**src/antpe_pkg.sv**
```systemverilog
// antpe_pkg: shared types, register codes and helpers for the stick report converter
// no dependencies; used by every module of the block and by its checker
package antpe_pkg;

	// output modes, also the event kind of a result
	localparam logic [1:0] MODE_ABSOLUTE = 2'd0;
	localparam logic [1:0] MODE_MOTION   = 2'd1;
	localparam logic [1:0] MODE_WHEEL    = 2'd2;
	localparam logic [1:0] MODE_BUTTONS  = 2'd3;

	// configuration register indexes
	localparam int CFG_INDEX_W = 3;
	localparam logic [CFG_INDEX_W-1:0] REG_OUTPUT_MODE      = 3'd0;
	localparam logic [CFG_INDEX_W-1:0] REG_MOTION_GAIN      = 3'd1;
	localparam logic [CFG_INDEX_W-1:0] REG_WHEEL_GAIN_X     = 3'd2;
	localparam logic [CFG_INDEX_W-1:0] REG_WHEEL_GAIN_Y     = 3'd3;
	localparam logic [CFG_INDEX_W-1:0] REG_WHEEL_PERIOD     = 3'd4;
	localparam logic [CFG_INDEX_W-1:0] REG_BUTTON_THRESHOLD = 3'd5;

	localparam int CFG_DATA_W = 16;

	// register reset values
	localparam logic [1:0]         RST_OUTPUT_MODE      = MODE_ABSOLUTE;
	localparam logic signed [15:0] RST_MOTION_GAIN      = 16'sd435;
	localparam logic signed [15:0] RST_WHEEL_GAIN_X     = 16'sd20;
	localparam logic signed [15:0] RST_WHEEL_GAIN_Y     = 16'sd20;
	localparam logic [5:0]         RST_WHEEL_PERIOD     = 6'd13;
	localparam logic [5:0]         RST_BUTTON_THRESHOLD = 6'd20;

	// click stage saturation point
	localparam logic [2:0] CLICK_STAGE_MAX = 3'd7;

	typedef struct packed {
		logic [1:0]         output_mode;
		logic signed [15:0] motion_gain;
		logic signed [15:0] wheel_gain_x;
		logic signed [15:0] wheel_gain_y;
		logic [5:0]         wheel_period;
		logic [5:0]         button_threshold;
	} cfg_t;

	typedef struct packed {
		logic              sample_valid;
		logic signed [7:0] rel_x;
		logic signed [7:0] rel_y;
		logic signed [7:0] abs_x;
		logic signed [7:0] abs_y;
	} sample_t;

	typedef struct packed {
		logic               emit;
		logic [1:0]         event_kind;
		logic signed [15:0] value_x;
		logic signed [15:0] value_y;
		logic               left_button;
		logic               right_button;
	} result_t;

	// signed 17.8 product divided by 256, truncating toward zero, low 16 bits kept
	function automatic logic signed [15:0] div256(input logic signed [24:0] p);
		logic signed [24:0] biased;
		biased = p + (p[24] ? 25'sd255 : 25'sd0);
		return biased[23:8];
	endfunction

endpackage

```
**src/antpe_cfg_regs.sv**
```systemverilog
// antpe_cfg_regs: configuration register file of the stick report converter
// depends on antpe_pkg for register codes, reset values and cfg_t
module antpe_cfg_regs (
	input  logic                                 clk,
	input  logic                                 arst_n,
	input  logic                                 wr_en,
	input  logic [antpe_pkg::CFG_INDEX_W-1:0]    wr_index,
	input  logic [antpe_pkg::CFG_DATA_W-1:0]     wr_data,
	output antpe_pkg::cfg_t                      cfg
);
	import antpe_pkg::*;

	cfg_t cfg_q;

	// register writes, indexes beyond the list are dropped
	always_ff @(posedge clk or negedge arst_n) begin
		if (!arst_n) begin
			cfg_q.output_mode      <= RST_OUTPUT_MODE;
			cfg_q.motion_gain      <= RST_MOTION_GAIN;
			cfg_q.wheel_gain_x     <= RST_WHEEL_GAIN_X;
			cfg_q.wheel_gain_y     <= RST_WHEEL_GAIN_Y;
			cfg_q.wheel_period     <= RST_WHEEL_PERIOD;
			cfg_q.button_threshold <= RST_BUTTON_THRESHOLD;
		end else if (wr_en) begin
			unique case (wr_index)
				REG_OUTPUT_MODE:      cfg_q.output_mode      <= wr_data[1:0];
				REG_MOTION_GAIN:      cfg_q.motion_gain      <= $signed(wr_data);
				REG_WHEEL_GAIN_X:     cfg_q.wheel_gain_x     <= $signed(wr_data);
				REG_WHEEL_GAIN_Y:     cfg_q.wheel_gain_y     <= $signed(wr_data);
				REG_WHEEL_PERIOD:     cfg_q.wheel_period     <= wr_data[5:0];
				REG_BUTTON_THRESHOLD: cfg_q.button_threshold <= wr_data[5:0];
				default: ;
			endcase
		end
	end

	assign cfg = cfg_q;

endmodule

```
**src/antpe_compute.sv**
```systemverilog
// antpe_compute: per-report datapath plus wheel divider and click stage state
// depends on antpe_pkg for cfg_t, sample_t, result_t, mode codes and div256
module antpe_compute (
	input  logic                clk,
	input  logic                arst_n,
	input  antpe_pkg::sample_t  sample,
	input  antpe_pkg::cfg_t     cfg,
	input  logic                advance,
	output antpe_pkg::result_t  res
);
	import antpe_pkg::*;

	logic [5:0] wheel_cnt_q;
	logic [2:0] click_stage_q;

	logic signed [7:0]  rx, ry, ax, ay;
	logic signed [8:0]  mul_a_x, mul_a_y;
	logic signed [15:0] mul_g_x, mul_g_y;
	logic signed [24:0] prod_x, prod_y;
	logic signed [15:0] ax16, ay16;
	logic signed [8:0]  ax9, ay9, thr9;
	logic [5:0]         wheel_cnt_inc, wheel_cnt_next;
	logic               wheel_fire;
	logic [2:0]         click_stage_next;
	logic               left_pre, right_pre, click_hold;

	// invalid report counts as all zero
	always_comb begin
		rx = sample.sample_valid ? sample.rel_x : 8'sd0;
		ry = sample.sample_valid ? sample.rel_y : 8'sd0;
		ax = sample.sample_valid ? sample.abs_x : 8'sd0;
		ay = sample.sample_valid ? sample.abs_y : 8'sd0;
	end

	// shared multiplier operands: wheel uses absolute values, motion uses relative
	always_comb begin
		if (cfg.output_mode == MODE_WHEEL) begin
			mul_a_x = 9'(ax);
			mul_a_y = 9'(ay);
			mul_g_x = cfg.wheel_gain_x;
			mul_g_y = cfg.wheel_gain_y;
		end else begin
			mul_a_x = 9'(rx);
			mul_a_y = 9'sd0 - 9'(ry);
			mul_g_x = cfg.motion_gain;
			mul_g_y = cfg.motion_gain;
		end
		prod_x = mul_a_x * mul_g_x;
		prod_y = mul_a_y * mul_g_y;
	end

	// wheel divider
	always_comb begin
		wheel_cnt_inc  = wheel_cnt_q + 6'd1;
		wheel_fire     = (wheel_cnt_inc >= cfg.wheel_period);
		wheel_cnt_next = wheel_fire ? 6'd0 : wheel_cnt_inc;
	end

	// button decision and double click stage
	always_comb begin
		ax9  = 9'(ax);
		ay9  = 9'(ay);
		thr9 = {3'b000, cfg.button_threshold};
		left_pre   = (ax9 <= (9'sd0 - thr9));
		right_pre  = !left_pre && (ax9 >= thr9);
		click_hold = (ay9 >= thr9);
		if (!click_hold)
			click_stage_next = 3'd0;
		else if (click_stage_q < CLICK_STAGE_MAX)
			click_stage_next = click_stage_q + 3'd1;
		else
			click_stage_next = click_stage_q;
	end

	// result assembly
	always_comb begin
		ax16 = 16'(ax);
		ay16 = 16'(ay);
		res = '0;
		res.event_kind = cfg.output_mode;
		res.emit = 1'b1;
		unique case (cfg.output_mode)
			MODE_MOTION: begin
				res.value_x = div256(prod_x);
				res.value_y = div256(prod_y);
			end
			MODE_WHEEL: begin
				res.emit    = wheel_fire;
				res.value_x = div256(prod_x);
				res.value_y = div256(prod_y);
			end
			MODE_BUTTONS: begin
				if (click_hold) begin
					res.right_button = 1'b0;
					case (click_stage_next) inside
						3'd1, 3'd2, 3'd5, 3'd6: res.left_button = 1'b1;
						default:                res.left_button = 1'b0;
					endcase
				end else begin
					res.left_button  = left_pre;
					res.right_button = right_pre;
				end
			end
			default: begin
				res.value_x = ax16 <<< 3;
				res.value_y = 16'sd0 - (ay16 <<< 3);
			end
		endcase
	end

	// state advances only when the report leaves the input register
	always_ff @(posedge clk or negedge arst_n) begin
		if (!arst_n) begin
			wheel_cnt_q   <= '0;
			click_stage_q <= '0;
		end else if (advance) begin
			if (cfg.output_mode == MODE_WHEEL)
				wheel_cnt_q <= wheel_cnt_next;
			if (cfg.output_mode == MODE_BUTTONS)
				click_stage_q <= click_stage_next;
		end
	end

endmodule

```
**src/analog_nub_to_pointer_events.sv**
```systemverilog
// analog_nub_to_pointer_events: top level, input and result registers around the datapath
// depends on antpe_pkg, antpe_cfg_regs and antpe_compute
//
// Turns analog stick reports into pointer events.
// Input channel: in_valid/in_ready with sample_valid, rel_x, rel_y, abs_x, abs_y.
// Result channel: out_valid/out_ready with event_kind, value_x, value_y,
// left_button, right_button. At most one result per report: in wheel mode
// only every wheel_period-th report produces one.
// Config channel: cfg_valid/cfg_ready with cfg_index and cfg_data; cfg_ready
// is always high. Write registers only while no report is in flight.
// Path: an accepted report sits in the input register, is worked out
// combinationally and lands in the result register that drives out_valid.
// Throughput: one report per cycle while the result channel does not stall,
// set by the single pass from input register to result register; the wheel
// divider and click stage update in that same cycle.
// Reset: clears both registers' valid flags, the wheel divider and click
// stage, and loads the register defaults.
// Stall: a waiting result holds; the input register still drains reports
// that give no result, and otherwise in_ready drops until out_ready returns.
module analog_nub_to_pointer_events (
	input  logic                               clk,
	input  logic                               arst_n,
	input  logic                               in_valid,
	output logic                               in_ready,
	input  logic                               sample_valid,
	input  logic signed [7:0]                  rel_x,
	input  logic signed [7:0]                  rel_y,
	input  logic signed [7:0]                  abs_x,
	input  logic signed [7:0]                  abs_y,
	output logic                               out_valid,
	input  logic                               out_ready,
	output logic [1:0]                         event_kind,
	output logic signed [15:0]                 value_x,
	output logic signed [15:0]                 value_y,
	output logic                               left_button,
	output logic                               right_button,
	input  logic                               cfg_valid,
	output logic                               cfg_ready,
	input  logic [antpe_pkg::CFG_INDEX_W-1:0]  cfg_index,
	input  logic [antpe_pkg::CFG_DATA_W-1:0]   cfg_data
);
	import antpe_pkg::*;

	cfg_t    cfg;
	sample_t sample_s1;
	logic    valid_s1;
	result_t res;
	result_t result_q;
	logic    out_valid_q;
	logic    out_free;
	logic    advance_s1;

	assign cfg_ready = 1'b1;

	antpe_cfg_regs u_cfg_regs (
		.clk      (clk),
		.arst_n   (arst_n),
		.wr_en    (cfg_valid && cfg_ready),
		.wr_index (cfg_index),
		.wr_data  (cfg_data),
		.cfg      (cfg)
	);

	antpe_compute u_compute (
		.clk     (clk),
		.arst_n  (arst_n),
		.sample  (sample_s1),
		.cfg     (cfg),
		.advance (advance_s1),
		.res     (res)
	);

	// flow control between the two registers
	assign out_free   = !out_valid_q || out_ready;
	assign advance_s1 = valid_s1 && (!res.emit || out_free);
	assign in_ready   = !valid_s1 || advance_s1;

	// input register
	always_ff @(posedge clk or negedge arst_n) begin
		if (!arst_n)
			valid_s1 <= 1'b0;
		else if (in_ready)
			valid_s1 <= in_valid;
	end

	always_ff @(posedge clk) begin
		if (in_valid && in_ready)
			sample_s1 <= '{sample_valid, rel_x, rel_y, abs_x, abs_y};
	end

	// result register
	always_ff @(posedge clk or negedge arst_n) begin
		if (!arst_n)
			out_valid_q <= 1'b0;
		else if (out_free)
			out_valid_q <= valid_s1 && res.emit;
	end

	always_ff @(posedge clk) begin
		if (advance_s1 && res.emit)
			result_q <= res;
	end

	assign out_valid    = out_valid_q;
	assign event_kind   = result_q.event_kind;
	assign value_x      = result_q.value_x;
	assign value_y      = result_q.value_y;
	assign left_button  = result_q.left_button;
	assign right_button = result_q.right_button;

endmodule

```
**config.mk**
```make
export PLATFORM = sky130hd
export DESIGN_NAME = analog_nub_to_pointer_events
export DESIGN_NICKNAME = d
export VERILOG_FILES = /design/src/antpe_pkg.sv /design/src/antpe_cfg_regs.sv /design/src/antpe_compute.sv /design/src/analog_nub_to_pointer_events.sv
export SDC_FILE = /design/constraint.sdc
export NUM_CORES = 1
export LEC_CHECK = 0
export BUFFER_PORTS_ARGS = -buffer_cell sky130_fd_sc_hd__buf_4
export CAP_MARGIN = 15
export CORE_ASPECT_RATIO = 0.9
export CORE_MARGIN = 10
export CORE_UTILIZATION = 27
export CTS_CLUSTER_DIAMETER = 40
export CTS_CLUSTER_SIZE = 16
export DETAILED_ROUTE_END_ITERATION = 7
export PLACE_DENSITY = 0.43
export SLEW_MARGIN = 10
export SYNTH_ARGS = -nofsm -noshare
export SYNTH_HDL_FRONTEND = slang
export SYNTH_HIERARCHICAL = 1
export SYNTH_SLANG_ARGS = --single-unit
```
**constraint.sdc**
```tcl
create_clock -name clk -period 26.1 [get_ports clk]
set_clock_uncertainty 0.15 [all_clocks]
set_input_delay 1.305 -clock clk [delete_from_list [all_inputs] [get_ports clk]]
set_output_delay 1.305 -clock clk [all_outputs]
set_load 0.02 [all_outputs]
```
# Word-level counts from Yosys, hierarchy flattened

Index checks and enable logic that the tools add are counted.

Register bits: 142
Word-level logic and storage cells: 88

Add/subtract/negate cells: 7
Multipliers: 2
Order comparisons: 5
Equal/unequal tests: 12
Muxes and demuxes: 17
Bitwise gates (word level): 1
Reduce and logical (&&, ||, !) cells: 24

Operator list:

| kind                                                                 | number |
|---|---|
| 32-bit case mux with 2 select lines                                  | 1 |
| 9-bit by 16-bit multiplier with 25-bit output                        | 2 |
| 24-bit adder                                                         | 2 |
| 8-bit 2-to-1 mux                                                     | 6 |
| 16-bit 2-to-1 mux                                                    | 2 |
| 9-bit 2-to-1 mux                                                     | 2 |
| 8-bit by 7-bit >= comparator with 1-bit output                       | 2 |
| 2-bit AND reduction                                                  | 8 |
| 3-bit == test (second input constant)                                | 4 |
| 1-bit by 11-bit subtractor with 12-bit output (first input constant) | 1 |
| 3-bit by 2-bit == test with 1-bit output (second input constant)     | 3 |
| 1-bit by 8-bit subtractor with 9-bit output (first input constant)   | 1 |
| 8-bit by 7-bit less-or-equal comparator with 1-bit output            | 1 |
| 1-bit by 6-bit subtractor with 7-bit output (first input constant)   | 1 |
| 6-bit by 1-bit adder with 6-bit output (second input constant)       | 1 |
| 3-bit by 1-bit == test with 1-bit output (second input constant)     | 2 |
| 6-bit >= comparator                                                  | 1 |
| 3-bit 2-to-1 mux                                                     | 2 |
| 6-bit 2-to-1 mux                                                     | 1 |
| 1-bit logical AND                                                    | 5 |
| 2-bit == test (second input constant)                                | 2 |
| 1-bit logical NOT                                                    | 4 |
| 2-bit OR reduction                                                   | 2 |
| 4-bit OR reduction                                                   | 1 |
| 8 further kinds                                                      | 11 |

# Logic depth before layout (Yosys ltp)

Word-level depth: 8
Gate-level depth with buffers: 39
Depth with buffers taken out: 34

# By module

The synthesis kept the hierarchy.

By module, submodules not included:

| module                       | times used | cells each | area each (sq um) | sequential area each (sq um) |
|---|---|---|---|---|
| antpe_compute                | 1          | 1659       | 13284.0           | 225.2 |
| antpe_cfg_regs               | 1          | 136        | 2472.4            | 1570.3 |
| analog_nub_to_pointer_events | 1          | 81         | 2189.6            | 2122.0 |

# Least setup slack after synthesis

No wires, ideal clock.

Path type: reg2reg
From: reg u_cfg_regs.cfg_q (netlist bit u_cfg_regs/cfg[60])
To: reg result_q (netlist bit value_x[9]), data pin
Data arrival time: 8.519 ns
Data required time: 25.694 ns
Path slack: 17.175 ns
Stages on the path, launching flop included: 39
Period minus slack after synthesis: 8.925 ns
Path through: dfrtp_1 inv_1 ha_1 buf_2 buf_1 clkbuf_1 clkbuf_1 clkbuf_1 nand2_1 nand2_1 nand2_1 fa_1 fa_1 inv_1 fa_1 inv_1 fa_1 inv_1 [... 3 more ...] o21ai_0 a2111o_1 o21ai_1 a21oi_1 o21ai_0 xor2_1 ha_1 a21o_1 a21o_1 a21o_1 nor3_1 o21ai_0 a211oi_1 or4_1 buf_6 nor2_1 xnor2_1 a22o_1

RTL lines:

| what                   | line                                | RTL |
|---|---|---|
| start: declaration     | antpe_cfg_regs.sv:13                | `cfg_t cfg_q;` |
| end signal: assignment | analog_nub_to_pointer_events.sv:101 | `result_q <= res;` |
| end: declaration       | analog_nub_to_pointer_events.sv:48  | `result_t result_q;` |

==> results.md <==
- Status: finished clean
- Final hold viol count: 0
- Layout Nets: 2392
- Register area share after synthesis: 21.8%
- Critical Path Stages: 33
- Die area: 0.0772 mm2
- Synth cell types: 81
- Area of the multi-input gates: 0.0128 mm2
- Slowest CP cell: a21oi_1
- Final critical-path share of the clock period: 39.6%
- Setup crit end kind: flop
- Post-DP HPWL: 42700 um
- Register area: 0.00392 mm2
- Max-cap violation count: 0
- Final wirelength: 51400 um
- Synth Cell Area: 0.0179 mm2
- Max-slew violations: 0
- Final setup viols: 0
- CTS max path bufs: 2
- Post-CTS sizing: 0
- Num CTS Buffers: 17
- Top FF cell, synth: edfxtp_1
- Crit path arrival time: 10400 ps
- Vias/cell: 4.66
- Reg clk slew, reported paths: 70 ps
- Yosys top cell area share: 26.5%
- Worst-Skew Late Latency: 460 ps
- Hold Crit Depth: 1
- Share of cells above drive strength 1: 12.8%
- Core box area: 0.0657 mm2
- CTS tree: done
- Detailed Routing Iterations Pass 1: 5
- Die Span X: 292 um
- Number of placed I/O pins: 96
- FMAX: 0.0968 GHz
- Initial antenna violation count: 2
- R2r worst-path depth: 33
- Root buf cell: clkbuf_16
- Yosys warnings: 6
- Flop and latch count out of synthesis: 142
- Yosys top cell by area: fa_1
- GRT Util Overall: 13.4%
- DR iter-0 viols: 642
- Syn avg cell area: 9.57 um2
- Total vias in the final route: 13.2k
- R2R Setup Slk: 15770 ps
- Row Count: 89
- Hold Crit Class: reg2reg
- CP top delay family: adder cells
- Syn_nets: 2317
- Layout area overhead: 12.9%
- Top cells by area, synth: fa_1 (27%), edfxtp_1 (12%), ha_1 (10%), dfrtp_1 (8.1%), nand2_1 (5.3%)
- Slew @ Worst Pin: 1140 ps
- # diodes: 0
- Global-route wire length before repair: 81300 um
- Post-synth EDFFs: 69
- CTS Sinks: 142
- Most used cell, CP: inv_1
- Commonest cells in the netlist: nand2_1 (255), inv_1 (252), fa_1 (238), nor2_1 (178), ha_1 (146)
- Req. time, crit path: 26170 ps
- H-Tree Depth: 4
- RSZ-0062 raised after global routing: false
- Post-route minimum period: 10330 ps
- Async SR Flop Fraction: 51.4%
- Vias in the first global route: 14.1k
- Post-route ant nets: 0
- Max-slew headroom: 24.0%
- RD Place Congestion: 0.841
- Buf/Inv on CP: 6
- Worst path max stage delay: 680 ps
- Initial Util: 27.3%
- Global route overflow: 0
- Most frequent cell after synthesis: nand2_1
- Mapped Cells: 1876
- Filler Cells Inserted: 6950
- Post-CTS Repair Setup Buffers: 0
- CTS Hold Bufs: 0
- DR WL/cell: 18.2 um
- Die height: 265 um
- # DRC: 0
- Setup TNS: 0 ps
- Number of I/O port buffers: 94
- CP Launch Type: flop
- Largest net degree at the start of global routing: 70
- Crit Path Class: reg2reg
- Crit Path Max Fanout: 69
[worst register-to-register path, delay by kind of cell (launching register included)]
kind                       cells  cell delay [ps]
xor gates and xnor gates       2              670
buffers and inverters          6             1120
and+or+nand+nor                5             1120
AOI/OAI and AO/OA             12             2990
DFF                            1              420
adders and majority gates      8             3610
[cell type report]
class,instances,share of cell area (%)
inverter,252,4.67
multi-input combinational,1427,63.4
sequential,142,19.3
tap,864,5.34
clock buffer,18,2.12
timing repair buffer,111,4.21
clock inverter,14,0.902
[sequential cells by signal, summed over array words and instances, names as in the netlist]
signal and cells:
sample_s1 33, out_valid 1, u_compute/wheel_cnt_q 6, event_kind 2, u_cfg_regs/cfg 62, u_compute/click_stage_q 3
value_y 16, value_x 16, right_button 1, left_button 1, valid_s1 1
[metrics by stage]
stage	util, %	worst slack (ps)	hold WS [ps]	instance area (um2)	cells
finish	30.8	15770	356	20300	2828
global route	30.8	15000	369	20300	2828
CTS	30.8	15760	361	20200	2827
detailed placement	29.9	15810	346	19600	2795
global placement	29.9	15970	334	19600	2795
floorplan	-	17170	320	17900	1876
[layout by cell type (no fill, tap or decap), drive strengths merged, types with 60 or more instances in the layout]
cell,n
edfxtp,69
ha,146
a21oi,76
nand2,255
xnor2,60
fa,238
inv,256
nor2,178
mux2,67
buf,111
[layer usage]
metal | part of all wire (%) | track usage [%] | vias up
met2 | 46 | 21.6 | 243
li1 | - | - | 6296
met5 | 0.025 | 0 | -
met1 | 49 | 18.6 | 6607
met3 | 3.6 | 2.22 | 43
met4 | 1.3 | 3.08 | 2
[worst paths after layout]
check | start | endpoint
worst max-delay path | u_cfg_regs/cfg[60] | value_x[9]
worst min-delay path | u_cfg_regs/cfg[12] | u_cfg_regs/cfg[12]
worst max register to register | u_cfg_regs/cfg[60] | value_x[9]
worst min register to register | u_cfg_regs/cfg[12] | u_cfg_regs/cfg[12]
max in group asynchronous | arst_n | u_cfg_regs/cfg[39]
min in group asynchronous | arst_n | out_valid
[cell families (layout without fill, tap and decap cells)]
group	count (synthesis)	after routing	synth area share, %
AOI/OAI and AO/OA	239	239	8.52
other	1	1	0.0209
xor gates and xnor gates	90	90	4.62
adders and majority gates	384	384	36.7
muxes	78	78	5.24
and+or+nand+nor	635	635	16.3
buffers and inverters	307	395	6.75
DFF	142	142	21.8
Power is not shown: default switching activity piles up to over one toggle a cycle in this logic, so the estimate is an artifact.
